**config.mk**
```make
export PLATFORM = sky130hd
export DESIGN_NAME = palette_hue_vote_core
export DESIGN_NICKNAME = d
export VERILOG_FILES = /design/src/design/phv_pkg.sv /design/src/design/phv_cell.sv /design/src/design/palette_hue_vote_core.sv
export VERILOG_INCLUDE_DIRS = /design/src /design/src/design
export SDC_FILE = /design/constraint.sdc
export NUM_CORES = 1
export LEC_CHECK = 0
export BUFFER_PORTS_ARGS = -buffer_cell sky130_fd_sc_hd__buf_2
export CAP_MARGIN = 25
export CORE_MARGIN = 5
export CORE_UTILIZATION = 45
export DETAILED_ROUTE_END_ITERATION = 10
export PLACE_DENSITY = 0.58
export SLEW_MARGIN = 20
export SYNTH_ARGS = -nofsm -noshare
export SYNTH_HDL_FRONTEND = slang
export SYNTH_SLANG_ARGS = --single-unit
```
**constraint.sdc**
```tcl
create_clock -name clk -period 7.45 [get_ports clk]
set_input_delay 0.3725 -clock clk [delete_from_list [all_inputs] [get_ports clk]]
set_output_delay 0.3725 -clock clk [all_outputs]
set_load 0.05 [all_outputs]
```
**src/design/assert_macros.svh**
```systemverilog
// Assertion shorthands used by palette_hue_vote_core.
`ifndef ASSERT_MACROS_SVH
`define ASSERT_MACROS_SVH

// The consequent must hold in the same cycle as the antecedent.
`define ASSERT_IMPLY(label, clk, rst, ante, cons) \
  label: assert property (@(posedge clk) disable iff (rst) (ante) |-> (cons)) \
    else $error("implication check failed");

// The consequent must hold in the cycle after the antecedent.
`define ASSERT_NEXT(label, clk, rst, ante, cons) \
  label: assert property (@(posedge clk) disable iff (rst) (ante) |=> (cons)) \
    else $error("next-cycle check failed");

`endif

```
**src/design/phv_pkg.sv**
```systemverilog
`default_nettype none

package phv_pkg;

  // Field widths fixed by the pixel, result and configuration formats.
  localparam int HUE_W      = 8;
  localparam int ENTRY_W    = 3;
  localparam int VOTES_W    = 20;
  localparam int PCOUNT_W   = 4;
  localparam int CFG_DATA_W = 64;
  localparam int CFG_IDX_W  = 2;

  // Configuration register indexes.
  localparam logic [CFG_IDX_W-1:0] REG_PALETTE_HUES    = 2'd0;
  localparam logic [CFG_IDX_W-1:0] REG_PALETTE_COUNT   = 2'd1;
  localparam logic [CFG_IDX_W-1:0] REG_MATCH_THRESHOLD = 2'd2;
  localparam logic [CFG_IDX_W-1:0] REG_WHITE_VALUE_MIN = 2'd3;

  // Reset values of the thresholds.
  localparam logic [HUE_W-1:0] THRESHOLD_RESET = 8'd15;
  localparam logic [HUE_W-1:0] VALUE_MIN_RESET = 8'd100;

  // Priority link handed from cell to cell: the first cell that reaches a new
  // maximum claims the lead, and later cells see it as taken.
  typedef struct packed {
    logic               taken;
    logic [ENTRY_W-1:0] idx;
  } link_t;

endpackage

`default_nettype wire

```
**src/design/phv_cell.sv**
```systemverilog
`default_nettype none

module phv_cell
  import phv_pkg::*;
#(
  parameter int COUNT_WIDTH = 20,
  parameter int ENTRY_INDEX = 0
) (
  input  wire logic                   clk,
  input  wire logic                   rst,
  input  wire logic                   step,
  input  wire logic                   clear,
  input  wire logic                   pix_live,
  input  wire logic [HUE_W-1:0]       pix_hue,
  input  wire logic [HUE_W-1:0]       threshold,
  input  wire logic [HUE_W-1:0]       entry_hue,
  input  wire logic                   in_use,
  input  wire logic [COUNT_WIDTH-1:0] lead_votes,
  input  wire link_t                  link_in,
  output link_t                       link_out
);

  logic [COUNT_WIDTH-1:0] count;
  logic [HUE_W-1:0]       diff;
  logic                   match;
  logic                   saturated;
  logic                   hit;

  // Hue distance without wrap, and the vote decision for this entry.
  assign diff      = (entry_hue > pix_hue) ? (entry_hue - pix_hue) : (pix_hue - entry_hue);
  assign match     = pix_live && in_use && (diff <= threshold);
  assign saturated = (count == {COUNT_WIDTH{1'b1}});

  // A vote lifts this entry past the current maximum only from equal footing.
  assign hit = match && !saturated && (count == lead_votes);

  // Pass the lead claim on: the lowest hitting index keeps it.
  always_comb begin
    link_out.taken = link_in.taken || hit;
    link_out.idx   = link_in.taken ? link_in.idx : ENTRY_W'(ENTRY_INDEX);
  end

  // Saturating vote counter, cleared after the last pixel of a region.
  always_ff @(posedge clk) begin
    if (rst) begin
      count <= '0;
    end else if (step) begin
      if (clear) begin
        count <= '0;
      end else if (match && !saturated) begin
        count <= count + 1'b1;
      end
    end
  end

endmodule

`default_nettype wire

```
**src/design/palette_hue_vote_core.sv**
```systemverilog
// A region's last pixel is taken into the pixel register stage; its result is then loaded into the result register.
// Throughput: one pixel per cycle; all palette cells vote in the same cycle.
// Only a last pixel waits, and only while the previous result is still not taken.
// Reset (synchronous, active high) clears all vote counts and the leader, and
// sets the configuration to its defaults (threshold 15, white value minimum 100).
`default_nettype none

module palette_hue_vote_core
  import phv_pkg::*;
#(
  parameter int PALETTE_ENTRIES = 8,
  parameter int COUNT_WIDTH     = 20
) (
  input  wire logic                  clk,
  input  wire logic                  rst,
  // Configuration
  input  wire logic                  cfg_write,
  input  wire logic [CFG_IDX_W-1:0]  cfg_index,
  input  wire logic [CFG_DATA_W-1:0] cfg_data,
  // Pixel channel
  input  wire logic                  in_valid,
  output logic                       in_ready,
  input  wire logic [HUE_W-1:0]      hue,
  input  wire logic [HUE_W-1:0]      saturation,
  input  wire logic [HUE_W-1:0]      brightness,
  input  wire logic                  region_end,
  // Result channel
  output logic                       out_valid,
  input  wire logic                  out_ready,
  output logic                       found,
  output logic [ENTRY_W-1:0]         best_entry,
  output logic [VOTES_W-1:0]         best_votes
);

  `include "assert_macros.svh"

  localparam int HUES_W = PALETTE_ENTRIES * HUE_W;

  // Configuration registers.
  logic [HUES_W-1:0]   palette_hues;
  logic [PCOUNT_W-1:0] palette_count;
  logic [HUE_W-1:0]    match_threshold;
  logic [HUE_W-1:0]    white_value_min;

  always_ff @(posedge clk) begin
    if (rst) begin
      palette_hues    <= '0;
      palette_count   <= '0;
      match_threshold <= THRESHOLD_RESET;
      white_value_min <= VALUE_MIN_RESET;
    end else if (cfg_write) begin
      unique case (cfg_index)
        REG_PALETTE_HUES:    palette_hues    <= cfg_data[HUES_W-1:0];
        REG_PALETTE_COUNT:   palette_count   <= cfg_data[PCOUNT_W-1:0];
        REG_MATCH_THRESHOLD: match_threshold <= cfg_data[HUE_W-1:0];
        REG_WHITE_VALUE_MIN: white_value_min <= cfg_data[HUE_W-1:0];
      endcase
    end
  end

  // Pixel register stage: the white test is done on the way in.
  logic             s1_valid;
  logic             s1_last;
  logic             s1_live;
  logic [HUE_W-1:0] s1_hue;
  logic             out_free;
  logic             step;
  logic             in_xfer;
  logic             is_white;

  assign out_free = !out_valid || out_ready;
  assign step     = s1_valid && (!s1_last || out_free);
  assign in_ready = !s1_valid || step;
  assign in_xfer  = in_valid && in_ready;
  assign is_white = (hue <= match_threshold) && (saturation <= match_threshold) &&
                    (brightness >= white_value_min);

  always_ff @(posedge clk) begin
    if (rst) begin
      s1_valid <= 1'b0;
    end else if (in_xfer) begin
      s1_valid <= 1'b1;
    end else if (step) begin
      s1_valid <= 1'b0;
    end
  end

  always_ff @(posedge clk) begin
    if (in_xfer) begin
      s1_hue  <= hue;
      s1_live <= !is_white;
      s1_last <= region_end;
    end
  end

  // Leader state: lead_votes always equals the largest vote count.
  logic [COUNT_WIDTH-1:0] lead_votes;
  logic [ENTRY_W-1:0]     lead_idx;
  logic                   lead_valid;
  logic [COUNT_WIDTH-1:0] lead_votes_next;
  logic [ENTRY_W-1:0]     lead_idx_next;
  logic                   lead_valid_next;

  // Row of voting cells linked by the lead claim.
  link_t links [PALETTE_ENTRIES+1];

  assign links[0] = '{taken: 1'b0, idx: '0};

  for (genvar i = 0; i < PALETTE_ENTRIES; i++) begin : g_cell
    logic in_use;
    assign in_use = (palette_count > PCOUNT_W'(i));

    phv_cell #(
      .COUNT_WIDTH(COUNT_WIDTH),
      .ENTRY_INDEX(i)
    ) u_cell (
      .clk       (clk),
      .rst       (rst),
      .step      (step),
      .clear     (s1_last),
      .pix_live  (s1_live),
      .pix_hue   (s1_hue),
      .threshold (match_threshold),
      .entry_hue (palette_hues[i*HUE_W +: HUE_W]),
      .in_use    (in_use),
      .lead_votes(lead_votes),
      .link_in   (links[i]),
      .link_out  (links[i+1])
    );
  end

  // A claim at the end of the row raises the maximum by one.
  always_comb begin
    lead_votes_next = lead_votes;
    lead_idx_next   = lead_idx;
    lead_valid_next = lead_valid;
    if (links[PALETTE_ENTRIES].taken) begin
      lead_votes_next = lead_votes + 1'b1;
      lead_idx_next   = links[PALETTE_ENTRIES].idx;
      lead_valid_next = 1'b1;
    end
  end

  always_ff @(posedge clk) begin
    if (rst) begin
      lead_votes <= '0;
      lead_idx   <= '0;
      lead_valid <= 1'b0;
    end else if (step) begin
      if (s1_last) begin
        lead_votes <= '0;
        lead_idx   <= '0;
        lead_valid <= 1'b0;
      end else begin
        lead_votes <= lead_votes_next;
        lead_idx   <= lead_idx_next;
        lead_valid <= lead_valid_next;
      end
    end
  end

  // Vote count on the output saturates at the port width.
  logic [VOTES_W-1:0] votes_out;

  if (COUNT_WIDTH > VOTES_W) begin : g_votes_clip
    assign votes_out = (|lead_votes_next[COUNT_WIDTH-1:VOTES_W]) ?
                       {VOTES_W{1'b1}} : lead_votes_next[VOTES_W-1:0];
  end else begin : g_votes_ext
    assign votes_out = VOTES_W'(lead_votes_next);
  end

  // Result register; a waiting result does not hold up ordinary pixels.
  always_ff @(posedge clk) begin
    if (rst) begin
      out_valid <= 1'b0;
    end else if (step && s1_last) begin
      out_valid <= 1'b1;
    end else if (out_ready) begin
      out_valid <= 1'b0;
    end
  end

  always_ff @(posedge clk) begin
    if (step && s1_last) begin
      found      <= lead_valid_next;
      best_entry <= lead_idx_next;
      best_votes <= votes_out;
    end
  end

  // Consistency checks.
  `ASSERT_IMPLY(a_no_leader_no_votes, clk, rst, !lead_valid, lead_votes == '0)
  `ASSERT_IMPLY(a_stall_only_on_last, clk, rst, !in_ready, s1_valid && s1_last)
  `ASSERT_NEXT(a_region_end_clears, clk, rst, step && s1_last, !lead_valid)
  `ASSERT_NEXT(a_region_end_result, clk, rst, step && s1_last, out_valid)

endmodule

`default_nettype wire
```
Word level (Yosys, flattened, before mapping)
Cells that the tools add are included.

storage, ports and cells
  register bits = 304
  input port bits = 96
  output and inout port bits = 26
  word-level logic and storage cells = 217

operators by class
  $add $sub $neg = 25
  $lt $le $gt $ge = 27
  eq/ne operators = 19
  mux-type cells = 41
  reductions and logical operators = 82

operator list
  operator               number
  $mux 20                18
  $add 20x1->20 const B  9
  $eq 20x20->1           8
  $eq 20x20->1 const B   8
  $sub 8x8->8            16
  $le 8x8->1             10
  $gt 8x8->1             8
  $mux 8                 8
  $logic_and 1x1->1      37
  $reduce_and 2->1       12
  $reduce_bool 2->1      10
  $mux 3                 6
  $gt 4x3->1 const B     4
  $logic_not 1->1        12
  $logic_or 1x1->1       10
  $ge 8x8->1             1
  $gt 4x1->1 const B     2
  $gt 4x2->1 const B     2
  $mux 1                 7
  $eq 2x2->1 const B     2
  $mux 2                 2
  $eq 2x1->1 const B     1
  $logic_not 2->1        1

Longest topological paths before layout
  depth in word-level cells = 15
  gate-level depth with buffers = 26
  depth with buffers taken out = 23

By module
From an unflattened synthesis, not the netlist that was laid out.

unflattened totals
  cells, all modules = 3210
  area, all modules = 25227.9 um2

modules (own cells, without submodules)
  module                           instances  cells an instance  area an instance (um2)  seq. area each (um2)
  phv_cell (g_cell[0].u_cell ...)  6          319                2396.0                  400.4
  palette_hue_vote_core            1          678                6117.1                  3223.1
  phv_cell (g_cell[2].u_cell ...)  2          309                2367.3                  400.4

Least setup slack after synthesis
OpenSTA, ideal clock, no wires.

  path type = register to register
  from = reg s1_hue[1]
  to = reg lead_votes[1]
  setup time = 117 ps
  arrival time = 6149 ps
  data required time = 7333 ps
  slack = 1184 ps
  stages on the path, launching flop included = 24
  path buffers = 3
  period minus slack after synthesis = 6266 ps
  path through = edfxtp_1 > inv_1 > fa_1 > a21o_1 > a21oi_1 > o22ai_1 > o22ai_1 > clkbuf_1 > mux2_2 > a21oi_1 > o21ai_0 > xor2_1 > ha_1 > nand2_1 > or3b_2 > a21oi_1 > nor4_1 > and4_1 > or3_1 > buf_2 > or2_1 > buf_6 > mux2_4 > a22o_1

on the way
  longest elaborated chain between the ends = 15
  elaborated cells on any way between the ends = 73
  classes of those cells = add/sub (16); order compare (16); mux (10); reduce/logical (31)

RTL lines
  item                                       line                          RTL
  from (decl)                                palette_hue_vote_core.sv:65   logic [HUE_W-1:0] s1_hue;
  from (signal assigned)                     palette_hue_vote_core.sv:90   s1_hue <= hue;
  $sub 8x8->8 or $gt 8x8->1 (tied branches)  phv_cell.sv:30                assign diff = (entry_hue > pix_hue) ? (entry_hue - pix_hue) : (pix_hue - entry_hue);
  $mux 8                                     phv_cell.sv:30
  $le 8x8->1                                 phv_cell.sv:31                assign match = pix_live && in_use && (diff <= threshold);
  $logic_and 1x1->1                          phv_cell.sv:31
  $logic_and 1x1->1 (2 in series)            phv_cell.sv:35                assign hit = match && !saturated && (count == lead_votes);
  $logic_or 1x1->1 (6 in series)             phv_cell.sv:39                link_out.taken = link_in.taken || hit;
  $logic_or 1x1->1 *                         phv_cell.sv:39
  $mux 20 *                                  palette_hue_vote_core.sv:137  if (links[PALETTE_ENTRIES].taken) begin
  net lead_votes_next[1]                     palette_hue_vote_core.sv:100  logic [COUNT_WIDTH-1:0] lead_votes_next;
  $mux 20 *                                  palette_hue_vote_core.sv:150  if (s1_last) begin
  to (signal assigned)                       palette_hue_vote_core.sv:155  lead_votes <= lead_votes_next;
  to (decl)                                  palette_hue_vote_core.sv:97   logic [COUNT_WIDTH-1:0] lead_votes;

Mark *: on every way through the listed nets, which the timed path passes. The rest lies on a longest branch.
A chain may end at the register's enable or synchronous reset.

Worst setup path in the final report
  from = reg s1_hue[1]
  to = reg best_votes[13] (data pin)

on the way
  longest elaborated chain between the ends = 14
  elaborated cells on any way between the ends = 72
  classes of those cells = add/sub (16); order compare (16); mux (9); reduce/logical (31)

RTL lines
  item                                       line                          RTL
  $sub 8x8->8 or $gt 8x8->1 (tied branches)  phv_cell.sv:30
  $mux 8                                     phv_cell.sv:30
  $le 8x8->1                                 phv_cell.sv:31
  $logic_and 1x1->1                          phv_cell.sv:31
  $logic_and 1x1->1 (2 in series)            phv_cell.sv:35
  $logic_or 1x1->1 (6 in series)             phv_cell.sv:39
  $logic_or 1x1->1 *                         phv_cell.sv:39
  $mux 20 *                                  palette_hue_vote_core.sv:137
  net lead_votes_next[13]                    palette_hue_vote_core.sv:100
  to (signal assigned)                       palette_hue_vote_core.sv:187  best_votes <= votes_out;
  to (decl)                                  palette_hue_vote_core.sv:32   output logic [VOTES_W-1:0] best_votes

Marked as above.

==> results by group <==
Status
  – Status: complete, no violations

Setup path
  – Required time of the worst setup path: 7730 ps
  – Worst setup EP type: flip-flop
  – Start of the worst register-to-register path: s1_hue[1]
  – Peak fanout along the critical path: 14
  – Setup slack of the most critical reg-to-reg path: 1110 ps
  – Worst R2R Path Depth: 24
  – Path type of the worst setup path: flip-flop to flip-flop
  – CP Data Arrival Time: 6630 ps
  – Startpoint kind of the worst setup timing path: flip-flop
  – Terminus of the critical flop-to-flop path: best_votes[13]

Yosys
  – Number of enable flip-flop cells after synthesis: 34
  – Library cells used by synthesis: 76
  – Adder-Cell Fraction of Synth Area: 0.142
  – Portion of netlist area occupied by mux cells: 0.0343
  – Synth Net Count: 2907
  – Post-synthesis cell count: approximately 2600
  – Synth Cell Area: 21400 um2
  – Count of state elements after synthesis: just over 300
  – Warning count from the yosys run: 0
  – Fraction of the mapped netlist area in simple logic gates: 0.202
  – Portion of the post-synthesis area used by sequential elements: 0.301
  – Main synth FF type: sky130_fd_sc_hd__dfxtp_1
  – Mapped Avg Cell Area: just over 8 um2
  – Xor and xnor area share after synthesis: 0.145
  – Combinational family with the most area after synthesis: simple AND/OR/NAND/NOR gates
  – Post-synthesis compound-gate area fraction: 0.127
  – Proportion of synthesized flip-flops having asynchronous set or reset: 0

Global routing
  – First-pass GRT wire length: 99500 um
  – Largest net degree at the start of global routing: 114
  – Overall routing resource usage: 0.235
  – Total congestion overflow: 0
  – Initial antenna violation count: 1
  – Vias in the first global route: 17900

CTS
  – Total of cells resized after clock tree synthesis: 0
  – Skew-Pair Late Insertion Delay: roughly 570 ps
  – Clock-pin slew on the worst setup and hold paths: 60 ps
  – Total clock buffers created by CTS: 37
  – Post-CTS setup-driven buffer insertion count: 0
  – Clk buf depth: 3
  – Clk sinks: 304
  – CTS tree: built
  – Post-CTS Hold Fix Bufs: 8
  – H-Tree Level Count: 2
  – Clk root buf: sky130_fd_sc_hd__clkbuf_16

Power and ir drop
  – Standby leakage power: 0.0102 uW
  – Final Power: 4370 uW
  – Pwr dens: 181 nW/um2
  – Max IR drop VDD: 169 uV

Min path
  – Class of the worst hold path: input port to flip-flop
  – End point of the worst hold path: palette_hues[56]
  – Hold path cells: 3
  – Launch point of the worst hold path: cfg_data[56]

Timing
  – Final count of hold timing violations: 0
  – Crit share post-route: 0.852
  – Max_slew headroom: 0.231
  – Max Freq: roughly 0.16 GHz
  – Unrepaired setup endpoints after global routing: false
  – Clock period minus worst slack: 6340 ps
  – Post-route clock skew: 18.0 ps
  – Max Slew Vio Count: 0
  – Final number of setup-violating endpoints: 0
  – Fin Setup TNS: 0 ps
  – Pin slew with the least headroom to its limit: 1150 ps

Layout
  – Multi-input logic area: 13900 um2
  – # nets final: between 3000 and 4000
  – Synthesis-to-layout area growth: 12.7%
  – Layout cells sized above 1: 0.101
  – Number of fill cells: 4505
  – Non-Filler Instances: 3321
  – Register area: between 6000 and 7000 um2
  – Most common library cell in the layout ignoring fill and taps: sky130_fd_sc_hd__nand2_1
  – Most used cells in the layout excluding fill and tap cells: sky130_fd_sc_hd__nand2_1, sky130_fd_sc_hd__dfxtp_1, sky130_fd_sc_hd__nor2_1, sky130_fd_sc_hd__ha_1, sky130_fd_sc_hd__a21oi_1
  – Antenna diode instance count: 0

Placement
  – Buffers on Ports: ~120
  – Placed wire-length estimate after detailed placement: roughly 45000 um
  – Placed Cells incl. Taps: 3244
  – Weighted congestion at the end of routability-driven global placement: 0.899

Detailed routing
  – Violation count after the first detailed-route iteration: 1205
  – Drc violations: 0
  – Number of optimization iterations in the first detailed-route pass: 5
  – Via count: 18300
  – Residual antenna-violating net count after detailed routing: 0
  – Via density: roughly 5.5
  – Final wirelength: 62400 um
  – Routed length per placed instance: 18.8 um

Die
  – Initial Utilization: 0.457
  – Die Wd: 228 um
  – Total die area: roughly 52000 um2
  – Chip Height: 228 um
  – Top Ports: around 120
  – Cell row count: between 70 and 80
  – Core region area: approximately 47000 um2

Run
  – Max_cap viols: 0
-- worst max-delay path, cell delays in order (launching register included) --
cell                       delay (ps)
sky130_fd_sc_hd__edfxtp_1         340
sky130_fd_sc_hd__inv_1            260
sky130_fd_sc_hd__buf_4            300
sky130_fd_sc_hd__fa_1             440
sky130_fd_sc_hd__a21o_1           190
sky130_fd_sc_hd__a21oi_1          160
sky130_fd_sc_hd__o21ai_0           90
sky130_fd_sc_hd__o211ai_1         350
sky130_fd_sc_hd__clkbuf_2         300
sky130_fd_sc_hd__mux2i_1           90
sky130_fd_sc_hd__a221oi_1         330
sky130_fd_sc_hd__o21ai_0          130
sky130_fd_sc_hd__a21oi_1          210
sky130_fd_sc_hd__xnor2_1          140
sky130_fd_sc_hd__ha_1             270
sky130_fd_sc_hd__nand4_1          140
sky130_fd_sc_hd__nor2_1            60
sky130_fd_sc_hd__a211o_1          240
sky130_fd_sc_hd__and3_1           210
sky130_fd_sc_hd__a22o_1           200
sky130_fd_sc_hd__or3_1            470
sky130_fd_sc_hd__nor2_1           600
sky130_fd_sc_hd__buf_4            310
sky130_fd_sc_hd__nor2_1            70
sky130_fd_sc_hd__xor2_1           140
-- per-stage QoR --
step | util | hold slack, ps | worst slack, ps | instance area (um2)
6_report | 0.515 | 43.9 | 1110 | 24100
5_1_grt | 0.515 | 26.0 | 633 | 24100
4_1_cts | 0.515 | 4.75 | 1130 | 24100
3_5_place_dp | 0.486 | 449 | 1130 | 22700
3_3_place_gp | 0.484 | 442 | 1220 | 22600
2_1_floorplan | - | 431 | 1180 | 21400
-- worst max-delay path by stage --
| stage | slack, ps | to | startpoint |
|---|---|---|---|
| 2_1_floorplan | 1180 | lead_votes[1] | s1_hue[1] |
| 3_3_place_gp | 1220 | best_votes[17] | s1_hue[1] |
| 3_5_place_dp | 1130 | best_votes[13] | s1_hue[1] |
| 4_1_cts | 1130 | best_votes[13] | s1_hue[1] |
| 5_1_grt | 630 | best_votes[13] | s1_hue[1] |
| 6_report | 1110 | best_votes[13] | s1_hue[1] |
-- final cells by class --
| cell class | instances | share of cell area |
|---|---|---|
| clock inverter | 17 | 0.00894 |
| tap | 607 | 0.0315 |
| multi-input combinational | 2011 | 0.579 |
| clock buffer | 51 | 0.0449 |
| sequential | 304 | 0.267 |
| inverter | 153 | 0.0238 |
| timing repair buffer | 178 | 0.0452 |
-- state kept, by name, indices dropped and copies added, names as in the netlist, 4 cells and up --
name	flops
best_votes	20
white_value_min	8
palette_hues	64
lead_votes	20
match_threshold	8
s1_hue	8
g_cell.u_cell.count	160
palette_count	4
-- where the power goes --
group | total, uW | internal, uW | switching, uW
logic | 737 | 296 | 441
clock network | 1920 | 1160 | 751
registers | 1720 | 1680 | 33.9
-- cells by family after synthesis --
kind of cell	after synthesis
adders and majority gates	233
and+or+nand+nor	904
xor gates and xnor gates	354
buffers and inverters	263
AOI/OAI and AO/OA	450
muxes	70
DFF	304
-- metal layers --
layer / vias up / global-route usage / wire, um
li1: 9125 / - / -
met1: 8614 / 0.312 / 28300
met2: 439 / 0.395 / 28900
met3: 116 / 0.0348 / 3160
met4: 2 / 0.0773 / 2000
met5: - / 0 / 13
-- Yosys cell counts, types with 10 or more instances --
cell / instances / area (um2)
sky130_fd_sc_hd__nand2_1: 276 / 1040
sky130_fd_sc_hd__dfxtp_1: 270 / 5410
sky130_fd_sc_hd__nor2_1: 244 / 916
sky130_fd_sc_hd__ha_1: 217 / 2720
sky130_fd_sc_hd__a21oi_1: 206 / 1030
sky130_fd_sc_hd__xor2_1: 194 / 1700
sky130_fd_sc_hd__xnor2_1: 160 / 1400
sky130_fd_sc_hd__inv_1: 153 / 574
sky130_fd_sc_hd__nand3_1: 82 / 410
sky130_fd_sc_hd__o21ai_0: 81 / 405
sky130_fd_sc_hd__clkbuf_1: 79 / 297
sky130_fd_sc_hd__nand4_1: 79 / 494
sky130_fd_sc_hd__mux2i_1: 48 / 480
sky130_fd_sc_hd__a21o_1: 42 / 315
sky130_fd_sc_hd__nor3_1: 35 / 175
sky130_fd_sc_hd__nor4_1: 35 / 219
sky130_fd_sc_hd__edfxtp_1: 34 / 1020
sky130_fd_sc_hd__and3_1: 29 / 181
sky130_fd_sc_hd__nor2b_1: 24 / 150
sky130_fd_sc_hd__or3_1: 22 / 138
sky130_fd_sc_hd__mux2_2: 21 / 236
sky130_fd_sc_hd__buf_2: 20 / 100
sky130_fd_sc_hd__and4_1: 19 / 166
sky130_fd_sc_hd__fa_1: 16 / 320
sky130_fd_sc_hd__nand2b_1: 15 / 93.8
sky130_fd_sc_hd__o211ai_1: 12 / 90.1
sky130_fd_sc_hd__a31oi_1: 11 / 68.8
sky130_fd_sc_hd__and2_1: 11 / 68.8
sky130_fd_sc_hd__o21bai_1: 10 / 75.1
No activity file was read; power rests on OpenSTA's default activity.
